File: src/sv/wpm_pkg.sv
`timescale 1ns / 1ps
`default_nettype none

package wpm_pkg;

   // Store depths.
   localparam int PATTERN_DEPTH = 64;
   localparam int SUBJECT_DEPTH = 256;

   // Store address widths; a single-entry store still gets one address bit.
   localparam int PAT_AW = (PATTERN_DEPTH > 1) ? $clog2(PATTERN_DEPTH) : 1;
   localparam int SUBJ_AW = (SUBJECT_DEPTH > 1) ? $clog2(SUBJECT_DEPTH) : 1;

   // Counter widths. The pattern cursor runs up to the pattern length. The
   // subject cursor and the resume point can reach one past the subject length.
   localparam int PAT_CW = $clog2(PATTERN_DEPTH + 1);
   localparam int SUBJ_CW = $clog2(SUBJECT_DEPTH + 2);

   localparam int BYTE_W = 8;

   localparam logic [BYTE_W-1:0] STAR_BYTE = 8'h2A;
   localparam logic [BYTE_W-1:0] ANY_BYTE = 8'h3F;

   typedef enum logic [1:0] {
      CMD_PATTERN = 2'd0,
      CMD_SUBJECT = 2'd1,
      CMD_EVAL    = 2'd2,
      CMD_CLEAR   = 2'd3
   } wpm_cmd_type;

   typedef enum logic [3:0] {
      OP_NOP         = 4'd0,
      OP_APPEND_PAT  = 4'd1,
      OP_APPEND_SUBJ = 4'd2,
      OP_CLEAR_PAT   = 4'd3,
      OP_INIT        = 4'd4,
      OP_STAR        = 4'd5,
      OP_ADVANCE     = 4'd6,
      OP_BACKTRACK   = 4'd7,
      OP_SKIP_STAR   = 4'd8,
      OP_RESULT      = 4'd9,
      OP_FINISH      = 4'd10
   } wpm_op_type;

   typedef struct packed {
      wpm_op_type op;
      logic       result;
   } wpm_dp_cmd_type;

   typedef struct packed {
      logic subj_left;   // subject cursor below subject length
      logic pat_left;    // pattern cursor below pattern length
      logic at_star;     // pattern byte under the cursor is a star
      logic fits;        // pattern byte accepts the subject byte
      logic star_last;   // the star is the final pattern byte
      logic star_seen;   // a backtrack point exists
   } wpm_dp_status_type;

endpackage

`default_nettype wire

File: src/sv/wildcard_pattern_match_unit.sv
// Pattern, subject and clear beats are taken one beat per cycle while the unit is idle.
// Evaluate: each walk step is a registered read of both byte stores, then a compare
// and cursor update; a start step comes before the walk and a result load after it.
// A walk takes up to about (pattern length + 1) x (subject length + 1) steps, and the
// load waits while an earlier result is still held; no beat is taken until it is done.
// Reset (synchronous) empties both stores and clears the drop flag; store bytes are kept.
`timescale 1ns / 1ps
`default_nettype none

// Glob matcher. The pattern and the subject are loaded one byte per beat into
// two byte memories. An evaluate beat starts a walk over both memories: the
// controller reads the byte under each cursor, decides in the next cycle
// whether to skip a star, advance both cursors, or backtrack to just after the
// most recent star one subject byte further on, and repeats until the answer
// is known. The answer is then loaded into an output register as soon as that
// register is free or is being emptied, and new beats are taken from the next
// cycle on, even while that result still waits to be collected.
// After an evaluate the subject and the drop flag are cleared; the pattern is
// kept until a clear beat.
module wildcard_pattern_match_unit (
   input  wire logic                            clock,
   input  wire logic                            reset,
   input  wire logic                            req_valid,
   output logic                                 req_ready,
   input  wire logic [1:0]                      req_cmd,
   input  wire logic [wpm_pkg::BYTE_W-1:0]      req_char_in,
   output logic                                 rsp_valid,
   input  wire logic                            rsp_ready,
   output logic                                 rsp_matched,
   output logic                                 rsp_overflow
);

   wpm_pkg::wpm_dp_cmd_type    dp_cmd;
   wpm_pkg::wpm_dp_status_type dp_status;

   // The controller sequences the walk and owns both handshakes.
   wpm_ctrl u_ctrl (
      .clock     (clock),
      .reset     (reset),
      .req_valid (req_valid),
      .req_cmd   (req_cmd),
      .req_ready (req_ready),
      .rsp_ready (rsp_ready),
      .rsp_valid (rsp_valid),
      .dp_cmd    (dp_cmd),
      .dp_status (dp_status)
   );

   // The datapath holds the stores, lengths, cursors and the result register.
   wpm_datapath u_datapath (
      .clock        (clock),
      .reset        (reset),
      .req_char_in  (req_char_in),
      .dp_cmd       (dp_cmd),
      .dp_status    (dp_status),
      .rsp_matched  (rsp_matched),
      .rsp_overflow (rsp_overflow)
   );

endmodule

`default_nettype wire

File: src/sv/wpm_datapath.sv
`timescale 1ns / 1ps
`default_nettype none

module wpm_datapath (
   input  wire logic                                    clock,
   input  wire logic                                    reset,
   input  wire logic [wpm_pkg::BYTE_W-1:0]              req_char_in,
   input  wire wpm_pkg::wpm_dp_cmd_type                 dp_cmd,
   output wpm_pkg::wpm_dp_status_type                   dp_status,
   output logic                                         rsp_matched,
   output logic                                         rsp_overflow
);

   logic [wpm_pkg::BYTE_W-1:0] pat_mem [wpm_pkg::PATTERN_DEPTH];
   logic [wpm_pkg::BYTE_W-1:0] subj_mem [wpm_pkg::SUBJECT_DEPTH];

   logic [wpm_pkg::BYTE_W-1:0]  pat_rd_ff;
   logic [wpm_pkg::BYTE_W-1:0]  subj_rd_ff;

   logic [wpm_pkg::PAT_CW-1:0]  plen_ff, plen_in;
   logic [wpm_pkg::SUBJ_CW-1:0] slen_ff, slen_in;
   logic                        ovf_ff, ovf_in;
   logic                        seen_ff, seen_in;

   logic [wpm_pkg::PAT_CW-1:0]  w_ff, w_in;
   logic [wpm_pkg::PAT_CW-1:0]  star_next_ff, star_next_in;
   logic [wpm_pkg::SUBJ_CW-1:0] s_ff, s_in;
   logic [wpm_pkg::SUBJ_CW-1:0] resume_ff, resume_in;
   logic                        match_ff, match_in;
   logic                        rsp_matched_ff, rsp_matched_in;
   logic                        rsp_overflow_ff, rsp_overflow_in;

   logic pat_full;
   logic subj_full;
   logic pat_wr;
   logic subj_wr;
   logic [wpm_pkg::PAT_CW-1:0] w_plus;

   assign pat_full  = (plen_ff == wpm_pkg::PAT_CW'(wpm_pkg::PATTERN_DEPTH));
   assign subj_full = (slen_ff == wpm_pkg::SUBJ_CW'(wpm_pkg::SUBJECT_DEPTH));
   assign pat_wr    = (dp_cmd.op == wpm_pkg::OP_APPEND_PAT) && !pat_full;
   assign subj_wr   = (dp_cmd.op == wpm_pkg::OP_APPEND_SUBJ) && !subj_full;
   assign w_plus    = wpm_pkg::PAT_CW'(w_ff + 1'b1);

   // Byte stores: one write port and one registered read port each. The read
   // addresses follow the walk cursors every cycle.
   always_ff @(posedge clock) begin
      if (pat_wr) begin
         pat_mem[plen_ff[wpm_pkg::PAT_AW-1:0]] <= req_char_in;
      end
      if (subj_wr) begin
         subj_mem[slen_ff[wpm_pkg::SUBJ_AW-1:0]] <= req_char_in;
      end
      pat_rd_ff  <= pat_mem[w_ff[wpm_pkg::PAT_AW-1:0]];
      subj_rd_ff <= subj_mem[s_ff[wpm_pkg::SUBJ_AW-1:0]];
   end

   always_comb begin
      plen_in         = plen_ff;
      slen_in         = slen_ff;
      ovf_in          = ovf_ff;
      seen_in         = seen_ff;
      w_in            = w_ff;
      star_next_in    = star_next_ff;
      s_in            = s_ff;
      resume_in       = resume_ff;
      match_in        = match_ff;
      rsp_matched_in  = rsp_matched_ff;
      rsp_overflow_in = rsp_overflow_ff;
      case (dp_cmd.op)
         wpm_pkg::OP_APPEND_PAT: begin
            if (pat_full) begin
               ovf_in = 1'b1;
            end else begin
               plen_in = wpm_pkg::PAT_CW'(plen_ff + 1'b1);
            end
         end
         wpm_pkg::OP_APPEND_SUBJ: begin
            if (subj_full) begin
               ovf_in = 1'b1;
            end else begin
               slen_in = wpm_pkg::SUBJ_CW'(slen_ff + 1'b1);
            end
         end
         wpm_pkg::OP_CLEAR_PAT: begin
            plen_in = '0;
         end
         wpm_pkg::OP_INIT: begin
            w_in    = '0;
            s_in    = '0;
            seen_in = 1'b0;
         end
         wpm_pkg::OP_STAR: begin
            w_in         = w_plus;
            star_next_in = w_plus;
            resume_in    = wpm_pkg::SUBJ_CW'(s_ff + 1'b1);
            seen_in      = 1'b1;
         end
         wpm_pkg::OP_ADVANCE: begin
            w_in = w_plus;
            s_in = wpm_pkg::SUBJ_CW'(s_ff + 1'b1);
         end
         wpm_pkg::OP_BACKTRACK: begin
            w_in      = star_next_ff;
            s_in      = resume_ff;
            resume_in = wpm_pkg::SUBJ_CW'(resume_ff + 1'b1);
         end
         wpm_pkg::OP_SKIP_STAR: begin
            w_in = w_plus;
         end
         wpm_pkg::OP_RESULT: begin
            match_in = dp_cmd.result;
         end
         wpm_pkg::OP_FINISH: begin
            rsp_matched_in  = match_ff;
            rsp_overflow_in = ovf_ff;
            slen_in         = '0;
            ovf_in          = 1'b0;
         end
         default: begin
         end
      endcase
   end

   always_ff @(posedge clock) begin
      if (reset) begin
         plen_ff <= '0;
         slen_ff <= '0;
         ovf_ff  <= 1'b0;
         seen_ff <= 1'b0;
      end else begin
         plen_ff <= plen_in;
         slen_ff <= slen_in;
         ovf_ff  <= ovf_in;
         seen_ff <= seen_in;
      end
   end

   always_ff @(posedge clock) begin
      w_ff            <= w_in;
      star_next_ff    <= star_next_in;
      s_ff            <= s_in;
      resume_ff       <= resume_in;
      match_ff        <= match_in;
      rsp_matched_ff  <= rsp_matched_in;
      rsp_overflow_ff <= rsp_overflow_in;
   end

   always_comb begin
      dp_status.subj_left = (s_ff < slen_ff);
      dp_status.pat_left  = (w_ff < plen_ff);
      dp_status.at_star   = dp_status.pat_left && (pat_rd_ff == wpm_pkg::STAR_BYTE);
      dp_status.fits      = dp_status.pat_left && dp_status.subj_left &&
                            ((pat_rd_ff == subj_rd_ff) || (pat_rd_ff == wpm_pkg::ANY_BYTE));
      dp_status.star_last = (w_plus == plen_ff);
      dp_status.star_seen = seen_ff;
   end

   assign rsp_matched  = rsp_matched_ff;
   assign rsp_overflow = rsp_overflow_ff;

endmodule

`default_nettype wire

File: src/sv/wpm_ctrl.sv
`timescale 1ns / 1ps
`default_nettype none

module wpm_ctrl (
   input  wire logic                         clock,
   input  wire logic                         reset,
   input  wire logic                         req_valid,
   input  wire logic [1:0]                   req_cmd,
   output logic                              req_ready,
   input  wire logic                         rsp_ready,
   output logic                              rsp_valid,
   output wpm_pkg::wpm_dp_cmd_type           dp_cmd,
   input  wire wpm_pkg::wpm_dp_status_type   dp_status
);

   typedef enum logic [3:0] {
      ST_IDLE  = 4'b0001,
      ST_FETCH = 4'b0010,
      ST_STEP  = 4'b0100,
      ST_DONE  = 4'b1000
   } wpm_state_type;

   wpm_state_type state_ff, state_in;
   logic          rsp_valid_ff, rsp_valid_in;

   always_comb begin
      state_in      = state_ff;
      dp_cmd.op     = wpm_pkg::OP_NOP;
      dp_cmd.result = 1'b0;
      req_ready     = (state_ff == ST_IDLE);
      case (state_ff)
         ST_IDLE: begin
            if (req_valid) begin
               case (wpm_pkg::wpm_cmd_type'(req_cmd))
                  wpm_pkg::CMD_PATTERN: dp_cmd.op = wpm_pkg::OP_APPEND_PAT;
                  wpm_pkg::CMD_SUBJECT: dp_cmd.op = wpm_pkg::OP_APPEND_SUBJ;
                  wpm_pkg::CMD_CLEAR:   dp_cmd.op = wpm_pkg::OP_CLEAR_PAT;
                  wpm_pkg::CMD_EVAL: begin
                     dp_cmd.op = wpm_pkg::OP_INIT;
                     state_in  = ST_FETCH;
                  end
                  default: dp_cmd.op = wpm_pkg::OP_NOP;
               endcase
            end
         end
         ST_FETCH: begin
            state_in = ST_STEP;
         end
         ST_STEP: begin
            if (dp_status.subj_left) begin
               if (dp_status.at_star) begin
                  if (dp_status.star_last) begin
                     dp_cmd.op     = wpm_pkg::OP_RESULT;
                     dp_cmd.result = 1'b1;
                     state_in      = ST_DONE;
                  end else begin
                     dp_cmd.op = wpm_pkg::OP_STAR;
                     state_in  = ST_FETCH;
                  end
               end else if (dp_status.fits) begin
                  dp_cmd.op = wpm_pkg::OP_ADVANCE;
                  state_in  = ST_FETCH;
               end else if (!dp_status.star_seen) begin
                  dp_cmd.op     = wpm_pkg::OP_RESULT;
                  dp_cmd.result = 1'b0;
                  state_in      = ST_DONE;
               end else begin
                  dp_cmd.op = wpm_pkg::OP_BACKTRACK;
                  state_in  = ST_FETCH;
               end
            end else if (dp_status.at_star) begin
               dp_cmd.op = wpm_pkg::OP_SKIP_STAR;
               state_in  = ST_FETCH;
            end else begin
               dp_cmd.op     = wpm_pkg::OP_RESULT;
               dp_cmd.result = !dp_status.pat_left;
               state_in      = ST_DONE;
            end
         end
         ST_DONE: begin
            if (!rsp_valid_ff || rsp_ready) begin
               dp_cmd.op = wpm_pkg::OP_FINISH;
               state_in  = ST_IDLE;
            end
         end
         default: begin
            state_in = ST_IDLE;
         end
      endcase
   end

   always_comb begin
      if (dp_cmd.op == wpm_pkg::OP_FINISH) begin
         rsp_valid_in = 1'b1;
      end else if (rsp_ready) begin
         rsp_valid_in = 1'b0;
      end else begin
         rsp_valid_in = rsp_valid_ff;
      end
   end

   always_ff @(posedge clock) begin
      if (reset) begin
         state_ff     <= ST_IDLE;
         rsp_valid_ff <= 1'b0;
      end else begin
         state_ff     <= state_in;
         rsp_valid_ff <= rsp_valid_in;
      end
   end

   assign rsp_valid = rsp_valid_ff;

endmodule

`default_nettype wire

File: config.mk
export PLATFORM = sky130hd
export DESIGN_NAME = wildcard_pattern_match_unit
export DESIGN_NICKNAME = d
export VERILOG_FILES = /design/src/sv/wpm_pkg.sv /design/src/sv/wildcard_pattern_match_unit.sv /design/src/sv/wpm_datapath.sv /design/src/sv/wpm_ctrl.sv
export SDC_FILE = /design/constraint.sdc
export NUM_CORES = 2
export LEC_CHECK = 0
export BUFFER_PORTS_ARGS = -buffer_cell sky130_fd_sc_hd__buf_2
export CAP_MARGIN = 20
export CORE_AREA = 2 2 510 512
export CTS_CLUSTER_DIAMETER = 120
export DETAILED_ROUTE_END_ITERATION = 16
export DIE_AREA = 0 0 512 514
export PLACE_DENSITY_LB_ADDON = 0.15
export SYNTH_ARGS = -nofsm -noshare
export SYNTH_HDL_FRONTEND = slang
export SYNTH_SLANG_ARGS = --single-unit
File: constraint.sdc
create_clock -name clock -period 4.75 [get_ports clock]
set_clock_uncertainty 0.1 [all_clocks]
set_input_delay 1.425 -clock clock [delete_from_list [all_inputs] [get_ports clock]]
set_output_delay 1.425 -clock clock [all_outputs]
set_load 0.05 [all_outputs]
==> results.md <==
* Yosys cell types at 60
* Critical-path maximum fanout at 15
* Layout cells sized above 1 at 33.9%
* Setup TNS at 0 ns
* Sink Count at about 2600
* Switching part of the total at about a fifth
* Area Growth Syn to Fin at 17.2%
* Worst-Skew Late Latency at just over 0.9 ns
* Post-synthesis mux area share at 17.9%
* Die area at between 200000 and 300000 um2
* Synth Area in Compound Gates at between 1 and 1.5%
* FF+latch count, synth at 2634
* CP max stage delay at about 0.75 ns
* Cell Area, Synth at 102000 um2
* Final Max Tran Viols at 0
* Die Span Y at 514 um
* Congestion Overflow GR at 0
* Die Width at between 500 and 600 um
* Adder-Cell Fraction of Synth Area at less than 1%
* Syn_nets at 4566
* Worst-Margin Slew at ~1.0 ns
* Top_reg_cell synth: edfxtp_1
* CP Data Arrival Time at around 4.8 ns
* Post-synth EDFFs at approximately 2600
* Crit path buf inv count at 3
* Post-CTS setup buffer count at 0
* Status: finished clean
* Initial Util at roughly 40%
* Post-route clock period utilization at about nine tenths
* Setup ws final at approximately 0.49 ns
* Most frequent cell after synthesis: edfxtp_1
* Worst min path class: register to register
* Clock group share of total power at between 40% and 50%
* Vias per inst at 5.68
* Fin. Hold Viols at 0
* Fmax at approximately 0.23 GHz
* Sequential element share of the synthesized area at between 70 and 80%
* Largest net degree at the start of global routing at 130
* Tmin final at ~4.3 ns
* Cell Chain, Critical Path: clkinv_1 -> ha_1 -> a211oi_1 -> o21bai_1 -> or3_1 -> nand3_1 -> o21a_1 -> or4_2 -> buf_12 -> nor2_1 -> buf_4
* CP endpoint kind: register
* First-pass DRT Iterations at 6
* Syn Area/Cell at 22.7 um2
* CTS tree: done
* WL final at ~270000 um
* Yosys top cell area share at between 70% and 80%
* Initial antenna violation count at 17
* Pre-CTS WS at roughly 0.025 ns
* Iteration-0 DRC Markers at slightly above 6000
* Synth Area in Simple Gates at 2.42%
* Routed length per instance at between 30 and 40 um
* CP top delay family: simple AND/OR/NAND/NOR gates
* CTS H-tree depth at 5
* Ranking of synthesized cells by area: edfxtp_1 (76%), mux4_2 (18%), nor2_1 (0.98%), dfxtp_1 (0.76%), clkbuf_1 (0.62%)
* Data required time of the critical path at about 5.3 ns
* Routed vias at 49782
* Detail Placement HPWL at between 150000 and 200000 um
* Root buf cell: clkbuf_16
* YS warnings at 0
* Synth area leader: edfxtp_1
* I/O pin count at 18
* Post-synth ARST share at 0%
* Cts repair resizes at 0
* VDD IR-drop max at roughly 0.34 mV
* Max-Slew Margin vs Limit at between 30 and 40%
* Cell count after synthesis at approximately 4500
* Critical path class: register to register
* Startpoint Class: register
* P_leak at about 38 nW
* CTS Hold Bufs at 0
* Vias in the first global route at 50050
* PwrDens at between 400 and 500 nW/um2
* Setup violators final at 0
* GRT Util Overall at between 20% and 30%
* Int Pwr at between 30 and 40 mW
* Post-Synth XOR/XNOR Area at less than 1%
* Commonest cells in the netlist: edfxtp_1 (2595), mux4_2 (808), nor2_1 (267)
* CTS Buffer Depth at 4
* Port buffer count at 17
* CTS buffer count at 297
* Clock transition at path regs at 0.06 ns
* Worst Reg-to-Reg Cells at 11
* ANT nets after route at 0
* Main combinational cell family by area after synthesis: multiplexers
* Register share of total power at between 50% and 60%
* Residual DRC at 0
* Core area at approximately 260000 um2
* Psw at just under 10 mW
* Max-cap check violation count at 0
* RSZ-0062 raised after global routing: no
* Hold path cells at 0
* Rows at 187
* CP max-delay cell: or4_2
* Global-route wire length before repair at around 390000 um
* Final net count at slightly above 5000
* GP Congestion at roughly 0.82
* Combinational power share at roughly 3.1%
* Crit. path cell count at 11
logic make-up (layout without fill, tap and decap cells):
| family | after synthesis | after routing |
|---|---|---|
| DFF | 2634 | 2634 |
| muxes | 818 | 818 |
| and+or+nand+nor | 559 | 559 |
| buffers and inverters | 290 | 1127 |
| AOI/OAI and AO/OA | 151 | 151 |
| xor gates and xnor gates | 42 | 42 |
| adders and majority gates | 29 | 29 |
| other | 0 | 6 |
state kept, by name, indices dropped and copies added, names as in the netlist, 4 cells and up:
name	count
u_datapath.pat_mem	512
u_ctrl.state_ff	4
u_datapath.subj_mem	2048
u_datapath.plen_ff	7
u_datapath.w_ff	7
u_datapath.star_next_ff	7
u_datapath.slen_ff	9
u_datapath.resume_ff	9
u_datapath.s_ff	9
u_datapath.subj_rd_ff	8
u_datapath.pat_rd_ff	8
worst register-to-register path, delay by kind of cell (launching register included):
family / cells / cell delay, ns
adders and majority gates: 1 / 0.38
and+or+nand+nor: 4 / 1.43
DFF: 1 / 0.50
AOI/OAI and AO/OA: 3 / 0.76
buffers and inverters: 3 / 0.80
power by group through the flow:
stage	combinational [mW]	sequential, mW	clock [mW]
final	1.53	25.6	21.7
after global routing	1.63	25.6	23.0
after CTS	1.57	25.6	22.1
after detailed placement	1.57	26.1	0
after global placement	1.55	26.1	0
after floorplan	0.641	26.1	0
layout make-up:
type	count	area (um2)
antenna	6	15.0
timing repair buffer	593	5220
clock buffer	364	7810
sequential	2634	78700
inverter	29	109
fill	21264	138000
tap	3402	4260
clock inverter	141	1230
multi-input combinational	1599	22700
worst paths after layout:
check | start | endpoint | slack, ns
min | u_datapath.match_ff | u_datapath.rsp_matched | 0.33
max reg2reg | u_datapath.plen_ff[4] | u_datapath.subj_mem[63][2] | 0.49
max | u_datapath.plen_ff[4] | u_datapath.subj_mem[63][2] | 0.49
min reg2reg | u_datapath.match_ff | u_datapath.rsp_matched | 0.33
cells in the final DEF, fill, tap and decap left out, types with 10 or more instances in the layout:
cell type  count
buf_12        57
xnor2_1       21
clkbuf_16    303
inv_1         27
bufinv_16     21
xor2_1        20
clkinv_2      47
edfxtp_1    2595
nand2_1       76
nand4_1       10
a221oi_1      16
a22oi_1       41
dfxtp_1       39
nor3_1       102
mux2i_1       10
clkbuf_1      61
nand3_1       40
o21ai_1       15
ha_1          29
a22o_1        16
o21ai_0       12
clkinv_1      60
nor2_1       266
a21oi_1       21
buf_4        518
mux4_2       808
routing by layer:
metal | up-vias | part of all wire (%) | global-route usage (%)
met4 | 2 | 1.6 | 4.04
met1 | 27133 | 45 | 31.2
met3 | 305 | 7.2 | 3.90
met5 | - | 0.0048 | 0
met2 | 1841 | 46 | 31.1
li1 | 20501 | - | -
per-stage QoR:
step | utilization [%] | cells | hold WS, ns | total power [mW] | instance area (um2)
after CTS | 46.5 | 8761 | 0.330 | 49.3 | 120000
after global placement | 43.0 | 8255 | 0.304 | 27.6 | 111000
after detailed placement | 43.0 | 8256 | 0.316 | 27.6 | 111000
final | 46.5 | 8768 | 0.326 | 48.8 | 120000
after global routing | 46.5 | 8763 | 0.343 | 50.2 | 120000
after floorplan | - | 4523 | 0.300 | 26.7 | 102000
Power figures use the tool's default switching activity.
